File: src/design/sdtt_pkg.sv
`timescale 1ns / 1ps
`default_nettype none
// ----------------------------------------------------------------------------
// sdtt_pkg
// Shared types and constants of the signed decimal to text converter.
// ----------------------------------------------------------------------------
package sdtt_pkg;

   // Magnitude of a 64-bit value needs at most 20 decimal digits
   localparam int VALUE_W   = 64;
   localparam int NUM_BCD   = 20;
   localparam int BCD_IDX_W = $clog2(NUM_BCD);
   localparam int CNT_W     = $clog2(VALUE_W);

   // ASCII codes
   localparam logic [7:0] CHAR_ZERO  = 8'h30;
   localparam logic [7:0] CHAR_MINUS = 8'h2D;

   // Controller states
   typedef enum logic [1:0] {
      ST_IDLE,
      ST_CONVERT,
      ST_SIZE,
      ST_EMIT
   } state_type;

   // Controller to datapath commands
   typedef struct packed {
      logic load;     // capture a new item
      logic shift;    // one double-dabble step
      logic size;     // work out digit count and field span
      logic advance;  // step to the next character
   } dp_cmd_type;

   // Datapath to controller status
   typedef struct packed {
      logic shift_done;  // current shift is the final one
      logic final_char;  // character on the output is the last one
   } dp_sts_type;

endpackage
`default_nettype wire

File: src/design/signed_decimal_to_text.sv
`timescale 1ns / 1ps
`default_nettype none
// ----------------------------------------------------------------------------
// signed_decimal_to_text
// Converts a signed 64-bit value to printf-style decimal text, one ASCII
// character per output transfer, most significant character first.
//
//   Channel  Dir  Payload                                         Framing
//   req_*    in   tdata: value, sign_char, min_digits,            none
//                 field_width, left_justify, zero_pad
//   rsp_*    out  tdata: text_char                                tlast = last
//
// Sequence: an item is accepted, the double-dabble shift loop runs over all
// 64 magnitude bits (one magnitude bit a cycle), the field is sized, and then
// the characters go out one by one while rsp_tready is high.
// Reset clears only the sequencer; no clearing pass is needed.
// Output stalls hold the current character; no new item is taken until the
// last character of the current one has been transferred.
// ----------------------------------------------------------------------------
module signed_decimal_to_text #(
   parameter int MAX_FIELD = 63
) (
   input  wire              clock,
   input  wire              reset,
   // [63:0] value, [71:64] sign_char, [77:72] min_digits,
   // [83:78] field_width, [84] left_justify, [85] zero_pad, [87:86] zero
   input  wire logic [87:0] req_tdata,
   input  wire logic        req_tvalid,
   output logic             req_tready,
   // [7:0] text_char
   output logic [7:0]       rsp_tdata,
   output logic             rsp_tlast,
   output logic             rsp_tvalid,
   input  wire logic        rsp_tready
);
   import sdtt_pkg::*;

   dp_cmd_type cmd;
   dp_sts_type sts;

   // Sequencer
   sdtt_ctrl u_ctrl (
      .clock      (clock),
      .reset      (reset),
      .req_tvalid (req_tvalid),
      .req_tready (req_tready),
      .rsp_tvalid (rsp_tvalid),
      .rsp_tready (rsp_tready),
      .cmd        (cmd),
      .sts        (sts)
   );

   // Conversion datapath
   sdtt_datapath #(
      .MAX_FIELD (MAX_FIELD)
   ) u_datapath (
      .clock        (clock),
      .cmd          (cmd),
      .sts          (sts),
      .value        (req_tdata[63:0]),
      .sign_char    (req_tdata[71:64]),
      .min_digits   (req_tdata[77:72]),
      .field_width  (req_tdata[83:78]),
      .left_justify (req_tdata[84]),
      .zero_pad     (req_tdata[85]),
      .text_char    (rsp_tdata),
      .last         (rsp_tlast)
   );

endmodule
`default_nettype wire

File: src/design/sdtt_datapath.sv
`timescale 1ns / 1ps
`default_nettype none
// ----------------------------------------------------------------------------
// sdtt_datapath
// Magnitude, binary to BCD shift register, field sizing and character select.
// ----------------------------------------------------------------------------
module sdtt_datapath #(
   parameter int MAX_FIELD = 63
) (
   input  wire                        clock,
   input  wire sdtt_pkg::dp_cmd_type  cmd,
   output sdtt_pkg::dp_sts_type       sts,
   input  wire logic [63:0]           value,
   input  wire logic [7:0]            sign_char,
   input  wire logic [5:0]            min_digits,
   input  wire logic [5:0]            field_width,
   input  wire logic                  left_justify,
   input  wire logic                  zero_pad,
   output logic      [7:0]            text_char,
   output logic                       last
);
   import sdtt_pkg::*;

   localparam int SPAN_W = $clog2(MAX_FIELD + 1);

   logic [VALUE_W-1:0]             mag_ff, mag_in;
   logic [NUM_BCD-1:0][3:0]        bcd_ff, bcd_in;
   logic [NUM_BCD-1:0][3:0]        bcd_adj;
   logic [NUM_BCD*4-1:0]           bcd_flat;
   logic [CNT_W-1:0]               cnt_ff, cnt_in;
   logic [7:0]                     lead_ff, lead_in;
   logic                           has_sign_ff, has_sign_in;
   logic [SPAN_W-1:0]              prec_ff, prec_in;
   logic [SPAN_W-1:0]              width_ff, width_in;
   logic                           left_ff, left_in;
   logic                           zpad_ff, zpad_in;
   logic                           sign_pend_ff, sign_pend_in;
   logic [SPAN_W-1:0]              pos_ff, pos_in;
   logic [BCD_IDX_W:0]             ndig;
   logic [SPAN_W:0]                span_a, span, sum_sign, width_ext, prec_ext;
   logic [3:0]                     digit;

   // Add 3 to every BCD digit of 5 or more before the shift
   always_comb begin
      for (int i = 0; i < NUM_BCD; i++) begin
         bcd_adj[i] = (bcd_ff[i] >= 4'd5) ? bcd_ff[i] + 4'd3 : bcd_ff[i];
      end
   end

   assign bcd_flat = bcd_adj;

   // Count significant digits; zero still has one
   always_comb begin
      ndig = (BCD_IDX_W+1)'(1);
      for (int i = 0; i < NUM_BCD; i++) begin
         if (bcd_ff[i] != 4'd0) begin
            ndig = (BCD_IDX_W+1)'(i + 1);
         end
      end
   end

   // Field span: digits, raised to precision, raised to zero-pad width
   always_comb begin
      prec_ext  = {1'b0, prec_ff};
      width_ext = {1'b0, width_ff};
      span_a    = ((SPAN_W+1)'(ndig) > prec_ext) ? (SPAN_W+1)'(ndig) : prec_ext;
      sum_sign  = span_a + (SPAN_W+1)'(has_sign_ff);
      span      = span_a;
      if (!left_ff && zpad_ff && (prec_ff == '0) && (sum_sign < width_ext)) begin
         span = width_ext - (SPAN_W+1)'(has_sign_ff);
      end
   end

   // Next state of the datapath registers
   always_comb begin
      mag_in       = mag_ff;
      bcd_in       = bcd_ff;
      cnt_in       = cnt_ff;
      lead_in      = lead_ff;
      has_sign_in  = has_sign_ff;
      prec_in      = prec_ff;
      width_in     = width_ff;
      left_in      = left_ff;
      zpad_in      = zpad_ff;
      sign_pend_in = sign_pend_ff;
      pos_in       = pos_ff;
      if (cmd.load) begin
         mag_in      = value[VALUE_W-1] ? (~value + 64'd1) : value;
         bcd_in      = '0;
         cnt_in      = '0;
         lead_in     = value[VALUE_W-1] ? CHAR_MINUS : sign_char;
         has_sign_in = value[VALUE_W-1] || (sign_char != 8'd0);
         prec_in     = (int'(min_digits) > MAX_FIELD) ? SPAN_W'(MAX_FIELD)
                                                      : SPAN_W'(min_digits);
         width_in    = (int'(field_width) > MAX_FIELD) ? SPAN_W'(MAX_FIELD)
                                                       : SPAN_W'(field_width);
         left_in     = left_justify;
         zpad_in     = zero_pad;
      end
      if (cmd.shift) begin
         bcd_in = {bcd_flat[NUM_BCD*4-2:0], mag_ff[VALUE_W-1]};
         mag_in = {mag_ff[VALUE_W-2:0], 1'b0};
         cnt_in = cnt_ff + CNT_W'(1);
      end
      if (cmd.size) begin
         pos_in       = SPAN_W'(span - (SPAN_W+1)'(1));
         sign_pend_in = has_sign_ff;
      end
      if (cmd.advance) begin
         if (sign_pend_ff) begin
            sign_pend_in = 1'b0;
         end else begin
            pos_in = pos_ff - SPAN_W'(1);
         end
      end
   end

   // Hold all payload registers between commands
   always_ff @(posedge clock) begin
      mag_ff       <= mag_in;
      bcd_ff       <= bcd_in;
      cnt_ff       <= cnt_in;
      lead_ff      <= lead_in;
      has_sign_ff  <= has_sign_in;
      prec_ff      <= prec_in;
      width_ff     <= width_in;
      left_ff      <= left_in;
      zpad_ff      <= zpad_in;
      sign_pend_ff <= sign_pend_in;
      pos_ff       <= pos_in;
   end

   // Positions above the BCD register are leading zeros
   always_comb begin
      digit = 4'd0;
      if (pos_ff < SPAN_W'(NUM_BCD)) begin
         digit = bcd_ff[pos_ff[BCD_IDX_W-1:0]];
      end
   end

   assign text_char      = sign_pend_ff ? lead_ff : (CHAR_ZERO | {4'd0, digit});
   assign last           = !sign_pend_ff && (pos_ff == '0);
   assign sts.shift_done = (cnt_ff == {CNT_W{1'b1}});
   assign sts.final_char = last;

endmodule
`default_nettype wire

File: src/design/sdtt_ctrl.sv
`timescale 1ns / 1ps
`default_nettype none
// ----------------------------------------------------------------------------
// sdtt_ctrl
// Sequencer: accept an item, run the BCD conversion, size, emit characters.
// ----------------------------------------------------------------------------
module sdtt_ctrl (
   input  wire                        clock,
   input  wire                        reset,
   input  wire logic                  req_tvalid,
   output logic                       req_tready,
   output logic                       rsp_tvalid,
   input  wire logic                  rsp_tready,
   output sdtt_pkg::dp_cmd_type       cmd,
   input  wire sdtt_pkg::dp_sts_type  sts
);
   import sdtt_pkg::*;

   state_type state_ff, state_in;

   // State register
   always_ff @(posedge clock) begin
      if (reset) begin
         state_ff <= ST_IDLE;
      end else begin
         state_ff <= state_in;
      end
   end

   // Next state and commands
   always_comb begin
      state_in    = state_ff;
      cmd         = '0;
      req_tready  = 1'b0;
      rsp_tvalid  = 1'b0;
      case (state_ff)
         ST_IDLE: begin
            req_tready = 1'b1;
            if (req_tvalid) begin
               cmd.load = 1'b1;
               state_in = ST_CONVERT;
            end
         end
         ST_CONVERT: begin
            cmd.shift = 1'b1;
            if (sts.shift_done) begin
               state_in = ST_SIZE;
            end
         end
         ST_SIZE: begin
            cmd.size = 1'b1;
            state_in = ST_EMIT;
         end
         ST_EMIT: begin
            rsp_tvalid = 1'b1;
            if (rsp_tready) begin
               cmd.advance = 1'b1;
               if (sts.final_char) begin
                  state_in = ST_IDLE;
               end
            end
         end
         default: begin
            state_in = ST_IDLE;
         end
      endcase
   end

   // One item at a time: no intake while characters are going out
   a_no_overlap: assert property (@(posedge clock) disable iff (reset)
      rsp_tvalid |-> !req_tready)
      else $error("input taken while output active");

   // Accepted item starts the conversion
   a_accept_convert: assert property (@(posedge clock) disable iff (reset)
      (req_tvalid && req_tready) |=> (state_ff == ST_CONVERT))
      else $error("accepted item did not start conversion");

   // A non-final transfer is followed by another character
   a_keep_emitting: assert property (@(posedge clock) disable iff (reset)
      (rsp_tvalid && rsp_tready && !sts.final_char) |=> rsp_tvalid)
      else $error("character stream stopped before last");

   // The final transfer ends the item
   a_end_on_last: assert property (@(posedge clock) disable iff (reset)
      (rsp_tvalid && rsp_tready && sts.final_char) |=> req_tready)
      else $error("block not idle after last character");

endmodule
`default_nettype wire

File: config.mk
export PLATFORM = sky130hd
export DESIGN_NAME = signed_decimal_to_text
export DESIGN_NICKNAME = d
export VERILOG_FILES = /design/src/design/sdtt_pkg.sv /design/src/design/signed_decimal_to_text.sv /design/src/design/sdtt_datapath.sv /design/src/design/sdtt_ctrl.sv
export SDC_FILE = /design/constraint.sdc
export NUM_CORES = 1
export LEC_CHECK = 0
export BUFFER_PORTS_ARGS = -buffer_cell sky130_fd_sc_hd__buf_2
export CAP_MARGIN = 5
export CORE_MARGIN = 2
export CORE_UTILIZATION = 40
export CTS_BUF_LIST = sky130_fd_sc_hd__clkbuf_4 sky130_fd_sc_hd__clkbuf_8
export DETAILED_ROUTE_END_ITERATION = 10
export GPL_TIMING_DRIVEN = 0
export PLACE_DENSITY_LB_ADDON = 0.25
export RECOVER_POWER = 25
export SYNTH_ARGS = -nofsm -noshare
export SYNTH_HDL_FRONTEND = slang
export SYNTH_SLANG_ARGS = --single-unit
File: constraint.sdc
create_clock -name clock -period 13.85 [get_ports clock]
set_clock_uncertainty 0.05 [all_clocks]
set_input_delay 2.0775 -clock clock [delete_from_list [all_inputs] [get_ports clock]]
set_output_delay 2.0775 -clock clock [all_outputs]
set_load 0.05 [all_outputs]
## After elaboration in Yosys (flattened, before gate mapping)

Index checks and enable logic that the tools add are counted.

| storage, ports and cells | value |
|---|---|
| bits in registers | 182 |
| bits of input ports | 92 |
| output and inout port bits | 11 |
| word-level logic and storage cells | 194 |

| cells by class | value |
|---|---|
| $add $sub $neg | 26 |
| order comparisons | 24 |
| eq/ne operators | 8 |
| mux-type cells | 71 |
| bitwise logic cells | 1 |
| reductions and logical operators | 32 |

Operators with widths:

| operator | number |
|---|---|
| 64-bit 2-to-1 mux | 3 |
| 80-bit 2-to-1 mux | 2 |
| 4-bit 2-to-1 mux | 29 |
| 4-bit by 3-bit greater-or-equal comparator with 1-bit output, second input constant | 20 |
| 4-bit by 2-bit adder with 4-bit output, second input constant | 19 |
| 4-bit nonzero test | 19 |
| 64-bit by 1-bit adder with 64-bit output, second input constant | 1 |
| 64-bit NOT | 1 |
| 6-bit 2-to-1 mux | 7 |
| 5-bit 2-to-1 mux | 5 |
| 4-bit binary-select mux with 5-bit select | 1 |
| 3-bit 2-to-1 mux | 5 |
| 6-bit logical NOT | 2 |
| 2-bit 2-to-1 mux | 6 |
| 6-bit by 1-bit subtractor with 6-bit output, second input constant | 2 |
| 1-bit 2-to-1 mux | 11 |
| 8-bit 2-to-1 mux | 1 |
| 2-bit inequality test, second input constant | 4 |
| 2-bit case mux with 4 select lines | 1 |
| 8-bit nonzero test | 1 |
| 7-bit by 1-bit adder with 7-bit output | 1 |
| 7-bit by 6-bit < comparator with 1-bit output | 1 |
| 6-bit by 1-bit adder with 6-bit output, second input constant | 1 |
| 6-bit == test, second input constant | 1 |
| 13 further kinds | 18 |

## Logic depth before layout (Yosys ltp)

Gate-level depths: netlist of run 1.

| logic depth | value |
|---|---|
| word-level depth | 30 |
| gate-level depth with buffers | 27 |
| mapped depth without buffers | 26 |

## By module

Synthesis of run 1 repeated with hierarchy kept, for this count alone.

| unflattened totals | value |
|---|---|
| cell total of the unflattened synthesis | 1178 |
| area, all modules | 12031.5 µm² |

Modules (own cells, without submodules):

| module | instances | cells an instance | area each (µm²) | seq. area each (µm²) |
|---|---|---|---|---|
| sdtt_datapath | 1 | 1157 | 11846.4 | 5325.1 |
| sdtt_ctrl | 1 | 21 | 185.2 | 40.0 |

## Worst setup path before layout of run 1

OpenSTA, ideal clock, no wires.

| timing | value |
|---|---|
| kind | in2reg |
| start | input port req_tvalid |
| end | register u_datapath.bcd_ff[0] (netlist bit) (enable) |
| setup time | 0.535 ns |
| arrival | 5.706 ns |
| slack | 7.559 ns |
| stages on the path | 2 |
| buffers on the path | 0 |
| path through | nand2_1 nand2b_1 |

| on the way | value |
|---|---|
| longest elaborated chain between the ends | 3 |

RTL lines:

| what | RTL line | RTL |
|---|---|---|
| from (decl) | signed_decimal_to_text.sv:28 | `input wire logic req_tvalid,` |
| 1-bit 2-to-1 mux | sdtt_ctrl.sv:39 | `if (req_tvalid) begin` |
| 1-bit 2-to-1 mux | sdtt_ctrl.sv:36 | `case (state_ff)` |
| 2-bit nonzero test (no line) | -- |  |
| to (signal assigned) | sdtt_datapath.sv:121 | `bcd_ff <= bcd_in;` |
| to (decl) | sdtt_datapath.sv:27 | `logic [NUM_BCD-1:0][3:0] bcd_ff, bcd_in;` |

Every way passes these cells.
A chain may end at the register's enable or synchronous reset.

## Worst setup path after layout of run 1

| timing | value |
|---|---|
| start | register u_datapath.bcd_ff[40] (netlist bit) |
| end | register u_datapath.pos_ff[3] |

| on the way | value |
|---|---|
| longest elaborated chain between the ends | 21 |

RTL lines:

| what | RTL line | RTL |
|---|---|---|
| 4-bit nonzero test (*) | sdtt_datapath.sv:56 | `if (bcd_ff[i] != 4'd0) begin` |
| 4-bit 2-to-1 mux (*) (5 in series) | sdtt_datapath.sv:56 |  |
| 5-bit 2-to-1 mux (*) (5 in series) | sdtt_datapath.sv:56 |  |
| 5-bit by 6-bit > comparator with 1-bit output | sdtt_datapath.sv:66 | `span_a = ((SPAN_W+1)'(ndig) > prec_ext) ? (SPAN_W+1)'(ndig) : prec_ext;` |
| 6-bit 2-to-1 mux (*) | sdtt_datapath.sv:66 |  |
| 7-bit by 1-bit adder with 7-bit output | sdtt_datapath.sv:67 | `sum_sign = span_a + (SPAN_W+1)'(has_sign_ff);` |
| 7-bit by 6-bit < comparator with 1-bit output | sdtt_datapath.sv:69 | `if (!left_ff && zpad_ff && (prec_ff == '0) && (sum_sign < width_ext)) begin` |
| 1-bit logical AND | sdtt_datapath.sv:69 |  |
| 6-bit 2-to-1 mux (*) | sdtt_datapath.sv:69 |  |
| 6-bit by 1-bit subtractor with 6-bit output (*) | sdtt_datapath.sv:106 | `pos_in = SPAN_W'(span - (SPAN_W+1)'(1));` |
| 6-bit 2-to-1 mux (*) | sdtt_datapath.sv:105 | `if (cmd.size) begin` |
| 6-bit 2-to-1 mux | sdtt_datapath.sv:110 | `if (sign_pend_ff) begin` |
| 6-bit 2-to-1 mux (*) | sdtt_datapath.sv:109 | `if (cmd.advance) begin` |
| via u_datapath.pos_in[3] | sdtt_datapath.sv:38 | `logic [SPAN_W-1:0] pos_ff, pos_in;` |
| to (signal assigned) | sdtt_datapath.sv:130 | `pos_ff <= pos_in;` |
| to (decl) | sdtt_datapath.sv:38 |  |

The timed path passes the listed nets; every way through them passes the cells marked *.

==> results of run 1 <==
[kinds of logic (layout without fill, tap and decap cells)]
group	Yosys count	after routing
muxes	33	33
buffers and inverters	114	247
and+or+nand+nor	423	423
AOI/OAI and AO/OA	245	245
xor gates and xnor gates	116	116
DFF	182	182
adders and majority gates	64	64
[synthesized netlist by cell type (6+ instances only)]
master / instances / area, µm²
nor3b_1: 38 / 285
a21oi_1: 25 / 125
a21boi_0: 22 / 165
or2_2: 7 / 43.8
nor2_1: 44 / 165
nand2b_1: 34 / 213
nand2_1: 163 / 612
nor2b_1: 10 / 62.6
nor3_1: 8 / 40.0
dfxtp_1: 10 / 200
inv_1: 64 / 240
o31ai_1: 30 / 225
nand3_1: 19 / 95.1
mux4_2: 24 / 541
edfxtp_1: 172 / 5160
o41ai_1: 13 / 114
o21ai_0: 107 / 536
o21ai_1: 12 / 60.1
clkbuf_1: 45 / 169
xor2_1: 80 / 701
or4_1: 8 / 60.1
and2_1: 49 / 307
ha_1: 64 / 801
xnor2_1: 36 / 315
nor4_1: 6 / 37.5
nand4_1: 6 / 37.5
[layer usage]
layer  global-route usage  up-vias  share of wire
li1                     -     4471              -
met1                0.244     4286           0.47
met2                0.301      187           0.47
met3               0.0361       26          0.044
met4               0.0427        2          0.012
met5                    0        -        0.00039
[worst max path at each step]
stage / endpoint / cells after the start / start
after floorplan: u_datapath.bcd_ff[0]$_SDFFCE_PN0P_ / 2 / req_tvalid
after global placement: u_datapath.bcd_ff[56]$_SDFFCE_PN0P_ / 3 / req_tvalid
after detailed placement: u_datapath.pos_ff[3]$_DFF_P_ / 24 / u_datapath.bcd_ff[40]$_SDFFCE_PN0P_
after CTS: u_datapath.pos_ff[3]$_DFF_P_ / 24 / u_datapath.bcd_ff[40]$_SDFFCE_PN0P_
after global routing: u_datapath.pos_ff[3]$_DFF_P_ / 24 / u_datapath.bcd_ff[40]$_SDFFCE_PN0P_
final: u_datapath.pos_ff[3]$_DFF_P_ / 24 / u_datapath.bcd_ff[40]$_SDFFCE_PN0P_
[stage by stage]
| step | hold WS (ns) | setup WS, ns | std cells | power (W) | utilization |
|---|---|---|---|---|---|
| 2_1_floorplan | 0.387 | 7.56 | 1177 | 0.00221 | - |
| 3_3_place_gp | 0.397 | 5.52 | 1666 | 0.00259 | 0.439 |
| 3_5_place_dp | 0.402 | 7.12 | 1668 | 0.00259 | 0.442 |
| 4_1_cts | 0.418 | 7.03 | 1700 | 0.00300 | 0.456 |
| 5_1_grt | 0.440 | 6.60 | 1700 | 0.00321 | 0.456 |
| 6_report | 0.416 | 7.02 | 1700 | 0.00297 | 0.456 |
[power by group through the flow]
| stage | Sequential, W | Clock, W | Combinational, W |
|---|---|---|---|
| after global routing | 0.00124 | 0.000421 | 0.00155 |
| final | 0.00120 | 0.000394 | 0.00137 |
| after CTS | 0.00120 | 0.000404 | 0.00139 |
| after detailed placement | 0.00121 | 0 | 0.00138 |
| after floorplan | 0.00118 | 0 | 0.00103 |
| after global placement | 0.00127 | 0 | 0.00132 |
[tightest hold or removal path, stage by stage (launching register included)]
cell and delay, ns:
dfxtp_1 0.33, nand2_1 0.05, a21oi_1 0.05
[cell type report]
type                            count  area [µm²]
Fill cell                        2846       16100
Clock buffer                       17         234
Multi-Input combinational cell    881        6210
Sequential cell                   182        5370
Timing Repair Buffer              101         549
Buffer                             50         203
Inverter                           64         240
Tap cell                          390         488
Clock inverter                     15         190
[state kept, by name, summed over array words and instances (netlist names), 2 cells and up]
name and count:
u_datapath.bcd_ff 80, u_datapath.mag_ff 64, u_datapath.lead_ff 8, u_datapath.cnt_ff 6, u_datapath.pos_ff 6, u_datapath.prec_ff 6
u_datapath.width_ff 6, u_ctrl.state_ff 2
==> metrics.md, run 1 <==
| Metric | Value |
|---|---|
| Mean post-synth cell area | `10.2 µm²` |
| CP required | `14.23 ns` |
| HP Start | `u_datapath.mag_ff[0]$_SDFFE_PP0P_` |
| I/O pin cnt | `103` |
| CP max-delay cell | `or4b_2` |
| Final hold vios | `0` |
| Cell area after layout | `0.0135 mm²` |
| Hold Path End | `u_datapath.mag_ff[0]$_SDFFE_PP0P_` |
| Hold path depth | `2` |
| Synth Instances | `1177` |
| Post-synthesis sequential area ratio | `0.447` |
| Root buf cell | `clkbuf_8` |
| Clock latency on the worst-skew pair | `0.48 ns` |
| Die height | `177 µm` |
| CP startpoint kind | `flop` |
| DRC | `0` |
| Setup CP Type | `reg -> reg` |
| Seq cells post-synth | `182` |
| Total wire length | `27.9 mm` |
| Worst path cell trace | `inv_1 -> ha_1 -> or3b_2 -> nor4_1 -> a21boi_0 -> o21ai_0 -> ha_1 -> and3_1 -> a31oi_1 -> o311a_1 -> clkbuf_1 -> mux2i_1 -> ha_1 -> nand2_1 -> nand4b_1 -> xnor2_1 -> ha_1 -> a211oi_1 -> nand3_1 -> a21oi_1 -> nand2_1 -> and3_1 -> or4b_2 -> nand3_1` |
| Sw Pwr | `0.00125 W` |
| Maximum VDD drop | `0.129 mV` |
| CTS tree | `done` |
| Syn nets | `1333` |
| Hold Crit Class | `reg -> reg` |
| Max incr delay on CP | `0.68 ns` |
| Combinational power share | `0.461` |
| Nets | `1453` |
| Largest family of logic cells by synthesized area | `simple AND/OR/NAND/NOR gates` |
| Sequential power share | `0.406` |
| Mux contribution to synthesized area | `0.0529` |
| Worst Path Buf+Inv | `2` |
| Main synth FF type | `edfxtp_1` |
| DR WL/cell | `16.4 µm` |
| Cell area after synthesis | `0.0120 mm²` |
| First-pass GRT wire length | `45.0 mm` |
| Dpl hpwl | `20.7 mm` |
| Rows | `63` |
| Adder-cell share of the synthesized area | `0.0667` |
| Worst Reg-to-Reg Cells | `24` |
| Highest-count cells in the layout ignoring fill and taps | `edfxtp_1 (172), nand2_1 (163), o21ai_0 (107)` |
| DP Area | `0.0131 mm²` |
| Crit end category | `flop` |
| Clock power share | `0.133` |
| Number of enable flip-flop cells after synthesis | `172` |
| GP Congestion | `0.884` |
| Crit path arrival time | `7.20 ns` |
| Worst Path Max Fanout | `10` |
| Slew at the pin with the worst max-slew slack | `0.960 ns` |
| CTS H-tree depth | `4` |
| Post-layout minimum cycle time | `6.83 ns` |
| Reg2reg setup slack | `7.02 ns` |
| Vias | `8972` |
| Power Density | `220 mW/mm²` |
| Setup TNS | `0 ns` |
| Unrepaired setup endpoints after global routing | `no` |
| Initial core utilization | `0.406` |
| Synth-to-layout area growth | `12.2%` |
| Post-route ant nets | `0` |
| Leak | `4.95 nW` |
| Total grt overflow | `0` |
| Synth Area in Compound Gates | `0.128` |
| GR Util All Layers | `0.181` |
| DRT iter0 DRCs | `580` |
| Max-slew violation count | `0` |
| Simple-gate share of the synthesized area | `0.184` |
| XOR/XNOR Fraction of Synth Area | `0.0846` |
| Reg clk slew, reported paths | `0.11 ns` |
| Fmax | `0.147 GHz` |
| Ys async rst share | `0` |
| Num CTS Buffers | `17` |
| Int Pwr | `0.00172 W` |
| Setup violations, final | `0` |
| Status | `finished, final reports clean` |
| Crit path max-delay family | `simple AND/OR/NAND/NOR gates` |
| Final critical-path share of the clock period | `0.493` |
| Syn. warnings | `0` |
| Post-CTS sizing | `0` |
| Core area | `0.0296 mm²` |
| Reg2Reg Launch Point | `u_datapath.bcd_ff[40]$_SDFFCE_PN0P_` |
| Initial antenna violation count | `1` |
| Full die area | `0.0314 mm²` |
| Relative slew slack | `0.359` |
| Clk sinks | `182` |
| First-pass DRT Iterations | `6` |
| Diode count | `0` |
| Critical Path Most Common Cell | `ha_1` |
| Die width | `177 µm` |
| Max-cap violations | `0` |
| R2r endpoint | `u_datapath.pos_ff[3]$_DFF_P_` |
| Most common cell after layout, fill and taps aside | `edfxtp_1` |
| DR vias/cell | `5.28` |
| Port Buffers | `99` |
| Share of layout cells above drive strength 1 | `0.140` |
| Vias in the first global route | `8718` |
| Max Root-Sink Buffers | `2` |
| Sw frac | `0.421` |
| Post CTS Setup Buffer Count | `0` |
| Cts hold-fix bufs | `0` |
| Synth cell types | `60` |
| Largest net degree at the start of global routing | `69` |
No activity file was read; power rests on OpenSTA's default activity.
==> run 2: changes to the inputs <==
==> constraint.sdc (replaced) <==
create_clock -name clock -period 6.3 [get_ports clock]
set_clock_uncertainty 0.05 [all_clocks]
set_input_delay 0.945 -clock clock [delete_from_list [all_inputs] [get_ports clock]]
set_output_delay 0.945 -clock clock [all_outputs]
set_load 0.05 [all_outputs]
==> metrics.md, run 2 (synthesis gave the netlist of run 1 again) <==
| Metric | Value |
|---|---|
| Most common cell after layout, fill and taps aside | `edfxtp_1 (unchanged)` |
| Cell area after layout | `0.0137 mm² (was 0.0135 mm²)` |
| Reg2reg setup slack | `0.33 ns (was 7.02 ns)` |
| HP Start | `u_datapath.mag_ff[0]$_SDFFE_PP0P_ (unchanged)` |
| Pwr Total | `0.00667 W (was 0.00297 W)` |
| Setup CP Type | `reg -> reg (unchanged)` |
| Maximum VDD drop | `0.285 mV (was 0.129 mV)` |
| Core area | `0.0296 mm² (unchanged)` |
| Highest-count cells in the layout ignoring fill and taps | `edfxtp_1 (172), nand2_1 (163), o21ai_0 (104) (was edfxtp_1 (172), nand2_1 (163), o21ai_0 (107))` |
| Total grt overflow | `0 (unchanged)` |
| Largest register by flop count | `u_datapath.bcd_ff (unchanged)` |
| Die height | `177 µm (unchanged)` |
| Status | `finished, final reports clean (unchanged)` |
| Share of layout cells above drive strength 1 | `0.167 (was 0.140)` |
| Total wire length | `28.2 mm (was 27.9 mm)` |
| Die width | `177 µm (unchanged)` |
| Relative slew slack | `0.362 (was 0.359)` |
| Post-route ant nets | `0 (unchanged)` |
| Initial antenna violation count | `1 (unchanged)` |
| DP Area | `0.0131 mm² (unchanged)` |
| Max Root-Sink Buffers | `2 (unchanged)` |
| I/O pin cnt | `103 (unchanged)` |
| Worst Path Max Fanout | `10 (unchanged)` |
| Leak | `5.08 nW (was 4.95 nW)` |
| GR Util All Layers | `0.182 (was 0.181)` |
| DRT iter0 DRCs | `504 (was 580)` |
| Root buf cell | `clkbuf_8 (unchanged)` |
| Post-layout minimum cycle time | `5.97 ns (was 6.83 ns)` |
| Crit path from | `u_datapath.bcd_ff[41]$_SDFFCE_PN0P_ (was u_datapath.bcd_ff[40]$_SDFFCE_PN0P_)` |
| Rows | `63 (unchanged)` |
| Initial core utilization | `0.406 (unchanged)` |
| Area occupied by multi-input gates | `0.00634 mm² (was 0.00621 mm²)` |
| Top Registers | `u_datapath.bcd_ff x80, u_datapath.mag_ff x64, u_datapath.lead_ff x8 (unchanged)` |
| Diode count | `0 (unchanged)` |
| Num CTS Buffers | `17 (unchanged)` |
| Nets | `1470 (was 1453)` |
| Clk sinks | `182 (unchanged)` |
| Largest register FFs | `80 (unchanged)` |
| Reg clk slew, reported paths | `0.12 ns (was 0.11 ns)` |
| Final critical-path share of the clock period | `0.948 (was 0.493)` |
| Max-cap violations | `0 (unchanged)` |
| DR vias/cell | `5.26 (was 5.28)` |
| Vias in the first global route | `8717 (was 8718)` |
| Hold Crit Class | `reg -> reg (unchanged)` |
| Max incr delay on CP | `0.44 ns (was 0.68 ns)` |
| Reg2Reg Launch Point | `u_datapath.bcd_ff[41]$_SDFFCE_PN0P_ (was u_datapath.bcd_ff[40]$_SDFFCE_PN0P_)` |
| Max-slew violation count | `0 (unchanged)` |
| Vias | `9028 (was 8972)` |
| Power Density | `485 mW/mm² (was 220 mW/mm²)` |
| First-pass DRT Iterations | `5 (was 6)` |
| Clock latency on the worst-skew pair | `0.49 ns (was 0.48 ns)` |
| CP required | `6.65 ns (was 14.23 ns)` |
| Final hold vios | `0 (unchanged)` |
| Worst Path Buf+Inv | `2 (unchanged)` |
| Slew at the pin with the worst max-slew slack | `0.957 ns (was 0.960 ns)` |
| Crit path max-delay family | `compound AO/OA/AOI/OAI gates (was simple AND/OR/NAND/NOR gates)` |
| GP Congestion | `0.884 (unchanged)` |
| CTS H-tree depth | `4 (unchanged)` |
| First-pass GRT wire length | `45.1 mm (was 45.0 mm)` |
| DR WL/cell | `16.4 µm (about the same)` |
| Port Buffers | `99 (unchanged)` |
| Dpl hpwl | `20.7 mm (unchanged)` |
| Synth-to-layout area growth | `14.5% (was 12.2%)` |
| Critical Path Most Common Cell | `ha_1 (unchanged)` |
| Fmax | `0.167 GHz (was 0.147 GHz)` |
| Fill count | `2821 (was 2846)` |
| Worst hold margin | `0.416 ns (about the same)` |
| CP max-delay cell | `edfxtp_1 (was or4b_2)` |
| Crit end category | `flop (unchanged)` |
| DRC | `0 (unchanged)` |
| Full die area | `0.0314 mm² (unchanged)` |
| Setup violations, final | `0 (unchanged)` |
| CP startpoint kind | `flop (unchanged)` |
| CTS tree | `done (unchanged)` |
| FF/Latch Area | `0.00537 mm² (unchanged)` |
| Crit path arrival time | `6.32 ns (was 7.20 ns)` |
| Largest net degree at the start of global routing | `69 (unchanged)` |
## run 2: cell types whose count changed in the layout (fill, tap and decap cells not counted), sizes merged
cell  previous run  this run
buf            105       122
## run 2: what timing repair did
action,in CTS,in global routing
hold endpoints to repair,0,0
setup buffers,1,16
resized for setup,10,25
gates cloned,0,0
setup endpoints to repair,5,5
pin swaps,0,7
hold buffers,0,0
## run 2: final cells by class
type                    instances  share of cell area
well taps                     390              0.0355
inverters                      64              0.0175
clock inverters                15              0.0138
clock buffers                  17              0.0170
repair buffers                118              0.0493
plain buffers                  50              0.0153
multi-input cells             881               0.461
flip-flops and latches        182               0.390
## run 2: routing by layer
layer	vias up	routed length [µm]	global-route usage
met5	-	11	0
met4	2	259	0.0396
met3	22	1350	0.0352
met2	182	13500	0.304
met1	4322	13100	0.245
li1	4500	-	-
## run 2: where the power goes
group	leakage, nW	switching, W	internal (W)
clock network	0.211	0.000498	0.000372
logic	3.04	0.00183	0.00132
registers	1.82	0.000480	0.00217
total	5.08	0.00281	0.00386
## run 2: path summary, 6_finish.rpt
check,endpoint,cells after the start
setup / recovery,u_datapath.pos_ff[4]$_DFF_P_,27
hold reg to reg,u_datapath.mag_ff[0]$_SDFFE_PP0P_,2
hold / removal,u_datapath.mag_ff[0]$_SDFFE_PP0P_,2
setup reg to reg,u_datapath.pos_ff[4]$_DFF_P_,27
## run 2: stage by stage
| stage | TNS [ns] | util | setup slack, ns | instances |
|---|---|---|---|---|
| final | 0 | 0.465 | 0.326 | 1717 |
| after global routing | -0.0257 | 0.465 | -0.0257 | 1717 |
| after CTS | 0 | 0.458 | 0.00857 | 1701 |
| after detailed placement | -1.39 | 0.442 | -0.435 | 1668 |
| after global placement | -143.28 | 0.439 | -0.960 | 1666 |
| after floorplan | 0 | - | 0.653 | 1177 |
## run 2: tightest hold or removal path, delay by kind of cell (launching register included)
kind,cells,cell delay [ns]
AOI/OAI and AO/OA,1,0.05
DFF,1,0.33
and+or+nand+nor,1,0.05
